===== config.mk =====
export PLATFORM = sky130hd
export DESIGN_NAME = race_time_display_controller_core
export DESIGN_NICKNAME = d
export VERILOG_FILES = /design/src/rtl/rtdc_pkg.sv /design/src/rtl/rtdc_front.sv /design/src/rtl/rtdc_fifo.sv /design/src/rtl/rtdc_back.sv /design/src/rtl/race_time_display_controller_core.sv
export SDC_FILE = /design/constraint.sdc
export NUM_CORES = 2
export LEC_CHECK = 0
export ABC_AREA = 1
export BUFFER_PORTS_ARGS = -buffer_cell sky130_fd_sc_hd__buf_2
export CORE_MARGIN = 2
export CORE_UTILIZATION = 65
export DETAILED_ROUTE_END_ITERATION = 7
export PLACE_DENSITY = 0.86
export REMOVE_ABC_BUFFERS = 1
export SYNTH_ARGS = -nofsm -noshare
export SYNTH_HDL_FRONTEND = slang
export SYNTH_SLANG_ARGS = --single-unit

===== constraint.sdc =====
create_clock -name clk -period 26.2 [get_ports clk]
set_input_delay 3.93 -clock clk [delete_from_list [all_inputs] [get_ports clk]]
set_output_delay 3.93 -clock clk [all_outputs]
set_load 0.01 [all_outputs]

===== src/rtl/rtdc_pkg.sv =====
// Shared types and constants of the race time display controller.
package rtdc_pkg;

	// Action codes of an input beat
	localparam logic [1:0] ACT_TICK    = 2'd0;
	localparam logic [1:0] ACT_RESULT  = 2'd1;
	localparam logic [1:0] ACT_RESTART = 2'd2;

	// Source codes of a result beat
	localparam logic [1:0] SRC_RUNNING = 2'd0;
	localparam logic [1:0] SRC_RESULT  = 2'd1;
	localparam logic [1:0] SRC_STARTUP = 2'd2;

	// Configuration register indexes
	localparam logic [1:0] CFG_STARTUP_WORD = 2'd0;
	localparam logic [1:0] CFG_RESULT_REFRESH = 2'd1;
	localparam logic [1:0] CFG_RUNNING_REFRESH = 2'd2;

	localparam logic [31:0] STARTUP_WORD_RST = 32'd0;
	localparam logic [15:0] RESULT_REFRESH_RST = 16'd500;
	localparam logic [15:0] RUNNING_REFRESH_RST = 16'd100;

	// Display word blanking for running time
	localparam logic [31:0] RUN_KEEP_MASK = 32'h00FF_FF00;
	localparam logic [31:0] RUN_BLANK = 32'h0000_00CC;

	// Time conversion constants
	localparam logic [15:0] MS_PER_MIN = 16'd60000;
	localparam logic [9:0]  MS_PER_SEC = 10'd1000;
	// floor(2^32 / 60000): minute estimate low by at most one
	localparam logic [16:0] MIN_RECIP = 17'd71582;
	// floor(2^16 / 1000): second estimate low by at most one
	localparam logic [6:0]  SEC_RECIP = 7'd65;
	// (x * 205) >> 11 is exact x / 10 for x below 1029
	localparam logic [7:0]  TEN_RECIP = 8'd205;
	localparam logic [3:0]  TEN = 4'd10;

	// Queue between front and back
	localparam int JOB_DEPTH = 4;
	localparam int JOB_PTR_W = $clog2(JOB_DEPTH);
	localparam int JOB_CNT_W = $clog2(JOB_DEPTH + 1);

	// One refresh to be rendered: time in ms (or raw startup word) and its source
	typedef struct packed {
		logic [31:0] value;
		logic [1:0]  src;
	} rtdc_job_t;

	typedef struct packed {
		logic full;
		logic empty;
	} rtdc_q_stat_t;

endpackage


===== src/rtl/rtdc_front.sv =====
// Front part: holds display state, decides refreshes on ticks and issues render jobs.
module rtdc_front (
	input  logic              clk,
	input  logic              arst_n,
	input  logic              cfg_valid,
	output logic              cfg_ready,
	input  logic [1:0]        cfg_index,
	input  logic [31:0]       cfg_data,
	input  logic              accept,
	input  logic [1:0]        action,
	input  logic [31:0]       now_ms,
	input  logic [31:0]       time_value,
	input  logic [31:0]       hold_ms,
	output logic              job_valid,
	output rtdc_pkg::rtdc_job_t job
);
	import rtdc_pkg::*;

	logic [31:0] startup_word_q;
	logic [15:0] result_refresh_q;
	logic [15:0] running_refresh_q;

	logic [31:0] hold_until_q;
	logic        hold_forever_q;
	logic [31:0] shown_result_q;
	logic [31:0] run_start_q;
	logic [31:0] last_refresh_q;
	logic        show_startup_q;

	logic        holding;
	logic [31:0] refresh_limit;
	logic        refresh_due;

	assign cfg_ready = 1'b1;

	assign holding = (now_ms < hold_until_q) || hold_forever_q;
	assign refresh_limit = last_refresh_q +
		{16'd0, (holding ? result_refresh_q : running_refresh_q)};
	assign refresh_due = refresh_limit < now_ms;

	assign job_valid = accept && (action == ACT_TICK) && refresh_due;

	always_comb begin
		if (show_startup_q) begin
			job.value = startup_word_q;
			job.src   = SRC_STARTUP;
		end else if (holding) begin
			job.value = shown_result_q;
			job.src   = SRC_RESULT;
		end else begin
			job.value = now_ms - run_start_q;
			job.src   = SRC_RUNNING;
		end
	end

	always_ff @(posedge clk or negedge arst_n) begin
		if (!arst_n) begin
			startup_word_q    <= STARTUP_WORD_RST;
			result_refresh_q  <= RESULT_REFRESH_RST;
			running_refresh_q <= RUNNING_REFRESH_RST;
		end else if (cfg_valid) begin
			case (cfg_index)
				CFG_STARTUP_WORD:    startup_word_q    <= cfg_data;
				CFG_RESULT_REFRESH:  result_refresh_q  <= cfg_data[15:0];
				CFG_RUNNING_REFRESH: running_refresh_q <= cfg_data[15:0];
				default: ;
			endcase
		end
	end

	always_ff @(posedge clk or negedge arst_n) begin
		if (!arst_n) begin
			hold_until_q   <= '0;
			hold_forever_q <= 1'b0;
			shown_result_q <= '0;
			run_start_q    <= '0;
			last_refresh_q <= '0;
			show_startup_q <= 1'b1;
		end else if (accept) begin
			case (action)
				ACT_RESULT: begin
					if (shown_result_q != time_value) begin
						if (hold_ms != 32'd0) begin
							hold_until_q   <= now_ms + hold_ms;
							hold_forever_q <= 1'b0;
						end else begin
							hold_forever_q <= 1'b1;
						end
						shown_result_q <= time_value;
						last_refresh_q <= '0;
						show_startup_q <= 1'b0;
					end
				end
				ACT_RESTART: begin
					run_start_q    <= (time_value == 32'd0) ? now_ms : time_value;
					hold_forever_q <= 1'b0;
					show_startup_q <= 1'b0;
				end
				ACT_TICK: begin
					if (refresh_due) begin
						last_refresh_q <= now_ms;
					end
				end
				default: ;
			endcase
		end
	end

endmodule


===== src/rtl/rtdc_fifo.sv =====
// Short job queue between the front and back parts.
module rtdc_fifo (
	input  logic                   clk,
	input  logic                   arst_n,
	input  logic                   wr_en,
	input  rtdc_pkg::rtdc_job_t    wr_job,
	input  logic                   rd_en,
	output rtdc_pkg::rtdc_job_t    rd_job,
	output rtdc_pkg::rtdc_q_stat_t stat
);
	import rtdc_pkg::*;

	rtdc_job_t              slot_q [JOB_DEPTH];
	logic [JOB_PTR_W-1:0]   wr_ptr_q;
	logic [JOB_PTR_W-1:0]   rd_ptr_q;
	logic [JOB_CNT_W-1:0]   count_q;
	logic                   do_wr;
	logic                   do_rd;

	assign stat.full  = (count_q == JOB_CNT_W'(JOB_DEPTH));
	assign stat.empty = (count_q == '0);
	assign do_wr = wr_en && !stat.full;
	assign do_rd = rd_en && !stat.empty;
	assign rd_job = slot_q[rd_ptr_q];

	always_ff @(posedge clk) begin
		if (do_wr) begin
			slot_q[wr_ptr_q] <= wr_job;
		end
	end

	always_ff @(posedge clk or negedge arst_n) begin
		if (!arst_n) begin
			wr_ptr_q <= '0;
			rd_ptr_q <= '0;
			count_q  <= '0;
		end else begin
			if (do_wr) begin
				wr_ptr_q <= (wr_ptr_q == JOB_PTR_W'(JOB_DEPTH - 1)) ? '0 : wr_ptr_q + 1'b1;
			end
			if (do_rd) begin
				rd_ptr_q <= (rd_ptr_q == JOB_PTR_W'(JOB_DEPTH - 1)) ? '0 : rd_ptr_q + 1'b1;
			end
			case ({do_wr, do_rd})
				2'b10:   count_q <= count_q + 1'b1;
				2'b01:   count_q <= count_q - 1'b1;
				default: count_q <= count_q;
			endcase
		end
	end

endmodule


===== src/rtl/rtdc_back.sv =====
// Back part: converts milliseconds to the packed display word and holds the result beat.
module rtdc_back (
	input  logic                clk,
	input  logic                arst_n,
	input  logic                in_valid,
	input  rtdc_pkg::rtdc_job_t in_job,
	output logic                in_take,
	output logic                empty,
	input  logic                pop,
	output logic [31:0]         display_word,
	output logic [1:0]          source
);
	import rtdc_pkg::*;

	logic adv;
	logic v_s1, v_s2, v_s3, v_s4, v_s5, v_s6, v_s7;
	logic out_valid_q;

	rtdc_job_t job_s1, job_s2, job_s3, job_s4, job_s5, job_s6, job_s7;

	logic [48:0] min_prod;
	logic [16:0] min_est_s1;
	logic [32:0] min_back;
	logic [16:0] min_s2;
	logic [16:0] rem0_s2;
	logic [11:0] min_s3, min_s4, min_s5, min_s6, min_s7;
	logic [15:0] rem_s3, rem_s4;
	logic [22:0] sec_prod;
	logic [5:0]  sec_est_s4, sec_est_s5;
	logic [15:0] sec_back;
	logic [10:0] msec0_s5;
	logic [5:0]  sec_s6;
	logic [9:0]  msec_s6;
	logic [13:0] sec_t_prod;
	logic [3:0]  sec_t, sec_t_s7;
	logic [7:0]  sec_t_ten;
	logic [3:0]  sec_o_s7;
	logic [17:0] q10_prod;
	logic [6:0]  q10, q10_s7;
	logic [10:0] q10_ten;
	logic [3:0]  ms_o_s7;
	logic [14:0] h_prod;
	logic [3:0]  ms_h;
	logic [7:0]  h_ten;
	logic [3:0]  ms_t;
	logic [31:0] packed_word;
	logic [31:0] final_word;

	assign adv = !out_valid_q || pop;
	assign in_take = adv && in_valid;
	assign empty = !out_valid_q;

	// minute estimate, then remainder, then one correction
	assign min_prod = in_job.value * MIN_RECIP;
	assign min_back = min_est_s1 * MS_PER_MIN;
	assign sec_prod = rem_s3 * SEC_RECIP;
	assign sec_back = sec_est_s4 * MS_PER_SEC;

	// decimal digits of seconds and milliseconds
	assign sec_t_prod = sec_s6 * TEN_RECIP;
	assign sec_t = {1'b0, sec_t_prod[13:11]};
	assign sec_t_ten = sec_t * TEN;
	assign q10_prod = msec_s6 * TEN_RECIP;
	assign q10 = q10_prod[17:11];
	assign q10_ten = q10 * TEN;
	assign h_prod = q10_s7 * TEN_RECIP;
	assign ms_h = h_prod[14:11];
	assign h_ten = ms_h * TEN;
	assign ms_t = q10_s7[3:0] - h_ten[3:0];

	assign packed_word = {min_s7, sec_t_s7, sec_o_s7, ms_h, ms_t, ms_o_s7};

	always_comb begin
		case (job_s7.src)
			SRC_STARTUP: final_word = job_s7.value;
			SRC_RUNNING: final_word = (packed_word & RUN_KEEP_MASK) | RUN_BLANK;
			default:     final_word = packed_word;
		endcase
	end

	always_ff @(posedge clk or negedge arst_n) begin
		if (!arst_n) begin
			v_s1 <= 1'b0;
			v_s2 <= 1'b0;
			v_s3 <= 1'b0;
			v_s4 <= 1'b0;
			v_s5 <= 1'b0;
			v_s6 <= 1'b0;
			v_s7 <= 1'b0;
			out_valid_q <= 1'b0;
		end else if (adv) begin
			v_s1 <= in_valid;
			v_s2 <= v_s1;
			v_s3 <= v_s2;
			v_s4 <= v_s3;
			v_s5 <= v_s4;
			v_s6 <= v_s5;
			v_s7 <= v_s6;
			out_valid_q <= v_s7;
		end
	end

	always_ff @(posedge clk) begin
		if (adv) begin
			job_s1     <= in_job;
			min_est_s1 <= min_prod[48:32];

			job_s2  <= job_s1;
			min_s2  <= min_est_s1;
			rem0_s2 <= job_s1.value[16:0] - min_back[16:0];

			job_s3 <= job_s2;
			if (rem0_s2 >= {1'b0, MS_PER_MIN}) begin
				min_s3 <= min_s2[11:0] + 12'd1;
				rem_s3 <= 16'(rem0_s2 - {1'b0, MS_PER_MIN});
			end else begin
				min_s3 <= min_s2[11:0];
				rem_s3 <= rem0_s2[15:0];
			end

			job_s4     <= job_s3;
			min_s4     <= min_s3;
			rem_s4     <= rem_s3;
			sec_est_s4 <= sec_prod[21:16];

			job_s5     <= job_s4;
			min_s5     <= min_s4;
			sec_est_s5 <= sec_est_s4;
			msec0_s5   <= rem_s4[10:0] - sec_back[10:0];

			job_s6 <= job_s5;
			min_s6 <= min_s5;
			if (msec0_s5 >= {1'b0, MS_PER_SEC}) begin
				sec_s6  <= sec_est_s5 + 6'd1;
				msec_s6 <= 10'(msec0_s5 - {1'b0, MS_PER_SEC});
			end else begin
				sec_s6  <= sec_est_s5;
				msec_s6 <= msec0_s5[9:0];
			end

			job_s7   <= job_s6;
			min_s7   <= min_s6;
			sec_t_s7 <= sec_t;
			sec_o_s7 <= sec_s6[3:0] - sec_t_ten[3:0];
			q10_s7   <= q10;
			ms_o_s7  <= msec_s6[3:0] - q10_ten[3:0];

			display_word <= final_word;
			source       <= job_s7.src;
		end
	end

endmodule


===== src/rtl/race_time_display_controller_core.sv =====
// Top level of the race time display controller: front, job queue and back.
// Path: a refreshing tick is written into the queue, then passes the render pipeline registers to the result ports.
// Throughput: one input beat per cycle while the queue is not full; the queue and the 8-stage
//   render pipeline take one job a cycle while pop keeps up, and the pipeline holds while a result waits.
// Reset: arst_n clears queue, pipeline valids and display state at once; registers
//   return to startup word 0, refresh spacings 500 and 100 ms.
module race_time_display_controller_core (
	input  logic        clk,
	input  logic        arst_n,
	// configuration write channel
	input  logic        cfg_valid,
	output logic        cfg_ready,
	input  logic [1:0]  cfg_index,
	input  logic [31:0] cfg_data,
	// input beats
	input  logic        push,
	output logic        full,
	input  logic [1:0]  action,
	input  logic [31:0] now_ms,
	input  logic [31:0] time_value,
	input  logic [31:0] hold_ms,
	// result beats
	output logic        empty,
	input  logic        pop,
	output logic [31:0] display_word,
	output logic [1:0]  source
);
	import rtdc_pkg::*;

	logic         accept;
	logic         job_valid;
	rtdc_job_t    front_job;
	rtdc_job_t    back_job;
	rtdc_q_stat_t q_stat;
	logic         back_take;

	// Take a beat whenever the queue has room, even a tick that does not refresh
	// and so writes no job into the queue.
	assign full   = q_stat.full;
	assign accept = push && !q_stat.full;

	// Front: keep hold/run state, classify the beat, emit a render job on refresh.
	rtdc_front u_front (
		.clk        (clk),
		.arst_n     (arst_n),
		.cfg_valid  (cfg_valid),
		.cfg_ready  (cfg_ready),
		.cfg_index  (cfg_index),
		.cfg_data   (cfg_data),
		.accept     (accept),
		.action     (action),
		.now_ms     (now_ms),
		.time_value (time_value),
		.hold_ms    (hold_ms),
		.job_valid  (job_valid),
		.job        (front_job)
	);

	// Queue: decouple the decision from the conversion so each side stalls alone.
	rtdc_fifo u_fifo (
		.clk    (clk),
		.arst_n (arst_n),
		.wr_en  (job_valid),
		.wr_job (front_job),
		.rd_en  (back_take),
		.rd_job (back_job),
		.stat   (q_stat)
	);

	// Back: split ms into minutes, seconds and BCD digits, blank running time,
	// and hold the finished beat until popped.
	rtdc_back u_back (
		.clk          (clk),
		.arst_n       (arst_n),
		.in_valid     (!q_stat.empty),
		.in_job       (back_job),
		.in_take      (back_take),
		.empty        (empty),
		.pop          (pop),
		.display_word (display_word),
		.source       (source)
	);

endmodule

==> results.toml <==
[outcome]
status = "completed"

[place]
gp_congestion = 0.985
dpl.hpwl_um = 103000
placed_area_mm2 = 0.0528
portBuffers = 172

[routing]
via_count = 38400
drt-total-wl_um = 139000
remaining_drc_errors = 0
wl_per_cell_um = 21.4
vias_per_cell = 5.88
ant_nets = 0
drt_pass1_iterations = 8
drt_iter0_drc = 4018

[logic_synthesis]
synth_ff_type = "edfxtp_1"
syn_area_per_cell_um2 = 9.73
synthAdderAreaFrac_pct = 22.7
synth-async-reset-ratio_pct = 26.8
synth_top_family_by_area = "adder cells"
synth_top_cells_by_count = "1161 x nand2_1, 861 x inv_1, 571 x edfxtp_1"
ys_seq_area_share_pct = 44.2
synth_top_area_cell = "edfxtp_1"
synth.mux.area_fraction_pct = 0.378
synthTopCellsByArea = "edfxtp_1 34%, ha_1 12%, fa_1 10%"
synth-edff-count = 571
synth_area_mm2 = 0.0506
synthCells = 5202
synth_cell_types = 55
synthMostInstantiatedCell = "nand2_1"
ys_seq_elements = 780
synth_simple_gate_area_share_pct = 15.3
synth-compound-area-share_pct = 6.90
synth.yosys.warnings = 0
synth_top_area_share_pct = 33.9
synth_xor_area_share_pct = 3.29

[timing]
period_needed_ns = 10.44
max_freq_ghz = 0.0958
relSlewSlack_pct = 23.3
rsz0062_at_grt = "no"
clock_skew_ns = 0.0329
setup_tns_ns = 0
setup_viol = 0
tightest_slew_ns = 1.15
post-route-period-util_pct = 39.8
final_hold_viol_count = 0
slew_viol_final = 0

[setup_path]
crit_type = "input pin to register"
crit_fanout = 33
crit_path_frequent_cell = "nand2_1"
reg2reg_depth = 41
startpoint_type = "input pin"
critPathCapture = "u_fifo.count_q[2]$_DFFE_PN0P_"
slowest_delay_ns = 0.45
timing.rr.end = "u_fifo.count_q[2]$_DFFE_PN0P_"
cp_data_arrival_time_ns = 11.01
slowest_stage = "nand2_2"
cp-end-kind = "register"
crit-reg2reg-launch = "u_front.hold_until_q[29]$_DFFE_PN0P_"
reg2reg_slack_ns = 18.79
critPathRequiredTime_ns = 26.77
crit_start = "now_ms[31]"

[grt]
grt_start_max_net_pins = 100
grt_pass1_vias = 38700
grt_usage_pct = 34.9
grt_pass1_wl_um = 216000
antenna_found_initial = 4
grt_overflow = 0

[cts]
cts_setup_buffers = 0
clkSinkCount = 780
path_clk_slew_ns = 0.07
holdBufCountCts = 0
cts-resized-gates = 0
cts-root-buf = "clkbuf_16"
cts_tree = "done"
htreeDepth = 3
clock_latency_ns = 0.66
clk_path_buf_depth = 3
cts_buffers = 80

[cells_and_area]
fillers = 5332
fin_area_mm2 = 0.0556
drive_gt1_share_pct = 7.61
syn2layout_area_growth_pct = 9.72
layout.nets = 6315

[floorplan]
fp.dieW_um = 283
die_h_um = 283
io-pin-count = 174
coreArea_mm2 = 0.0773
start_util_pct = 65.5
rows = 102
dieArea_mm2 = 0.0802

[flow_run]
drv_cap = 0

[hold_path]
worst_hold_path_type = "register to register"
holdPathStages = 0
==> critical path, delay by kind of cell <==
kind | cells | cell delay, ns
simple gates | 27 | 3.94
buf+inv | 5 | 0.97
fa+ha+maj | 6 | 1.59
xor+xnor | 2 | 0.25
compound gates | 1 | 0.26
==> worst min path at each step <==
stage                           startpoint                     endpoint
2_1_floorplan   u_back.job_s1[0]$_DFFE_PN_   u_back.job_s2[0]$_DFFE_PN_
3_3_place_gp    u_back.min_s4[3]$_DFFE_PN_   u_back.min_s5[3]$_DFFE_PN_
3_5_place_dp   u_back.job_s3[22]$_DFFE_PN_  u_back.job_s4[22]$_DFFE_PN_
4_1_cts         u_back.job_s3[8]$_DFFE_PN_   u_back.job_s4[8]$_DFFE_PN_
5_1_grt        u_back.min_s3[10]$_DFFE_PN_  u_back.min_s4[10]$_DFFE_PN_
6_report       u_back.min_s3[10]$_DFFE_PN_  u_back.min_s4[10]$_DFFE_PN_
==> per-layer routing <==
| metal | vias up | track usage [%] | wire, µm | share of wire [%] |
|---|---|---|---|---|
| met5 | - | 0 | 14 | 0.010 |
| met4 | 2 | 16.4 | 7340 | 5.3 |
| met3 | 490 | 6.85 | 12100 | 8.7 |
| met2 | 2041 | 57.8 | 66200 | 48 |
| met1 | 18300 | 44.5 | 53600 | 38 |
| li1 | 17600 | - | - | - |
==> final cells by class <==
type                    instances  area [µm²]  area share (%)
flip-flops and latches        780       22400            40.3
clock inverters                52         557            1.00
multi-input cells            3459       24600            44.3
diodes                          2        5.00         0.00901
clock buffers                  96        2150            3.88
inverters                     870        3270            5.89
repair buffers                224        1260            2.27
well taps                    1040        1300            2.34
==> through the flow <==
step | hold WS [ns] | utilization (%) | worst slack [ns] | std cells
after global routing | 0.411 | 71.8 | 15.12 | 6521
after CTS | 0.403 | 71.8 | 15.88 | 6521
after detailed placement | 0.405 | 68.3 | 15.20 | 6373
after global placement | 0.400 | 68.3 | 15.42 | 6373
final | 0.410 | 71.8 | 15.76 | 6523
after floorplan | 0.400 | - | 10.39 | 5109
==> logic make-up after synthesis <==
logic type / count (synthesis)
simple gates: 1857
buf+inv: 963
flops: 780
fa+ha+maj: 763
compound gates: 631
xor+xnor: 190
mux: 17
other cells: 1
==> state kept, by name (all words and copies together), names as in the netlist, 33 cells and up <==
| register | count |
|---|---|
| u_back.job_s7 | 33 |
| u_back.job_s6 | 34 |
| u_fifo.slot_q | 136 |
| u_back.job_s3 | 34 |
| u_back.job_s5 | 34 |
| u_back.job_s2 | 34 |
| u_back.job_s1 | 34 |
| u_back.job_s4 | 34 |
==> layout by cell type (no fill, tap or decap), types with 19 or more instances in the layout <==
cell type	instances
dfrtp_1	198
o21bai_1	20
nor3_1	36
a21oi_1	220
nand2_1	1161
fa_1	260
buf_4	52
nand4_1	79
o21ai_0	268
nor2_1	270
clkbuf_16	82
xor2_1	112
ha_1	503
a21o_1	19
nor4_1	28
inv_1	861
buf_2	171
o22ai_1	26
edfxtp_1	571
xnor2_1	78
nand3_1	232
Power is not shown: default switching activity piles up to over one toggle a cycle in this logic, so the estimate is an artifact.
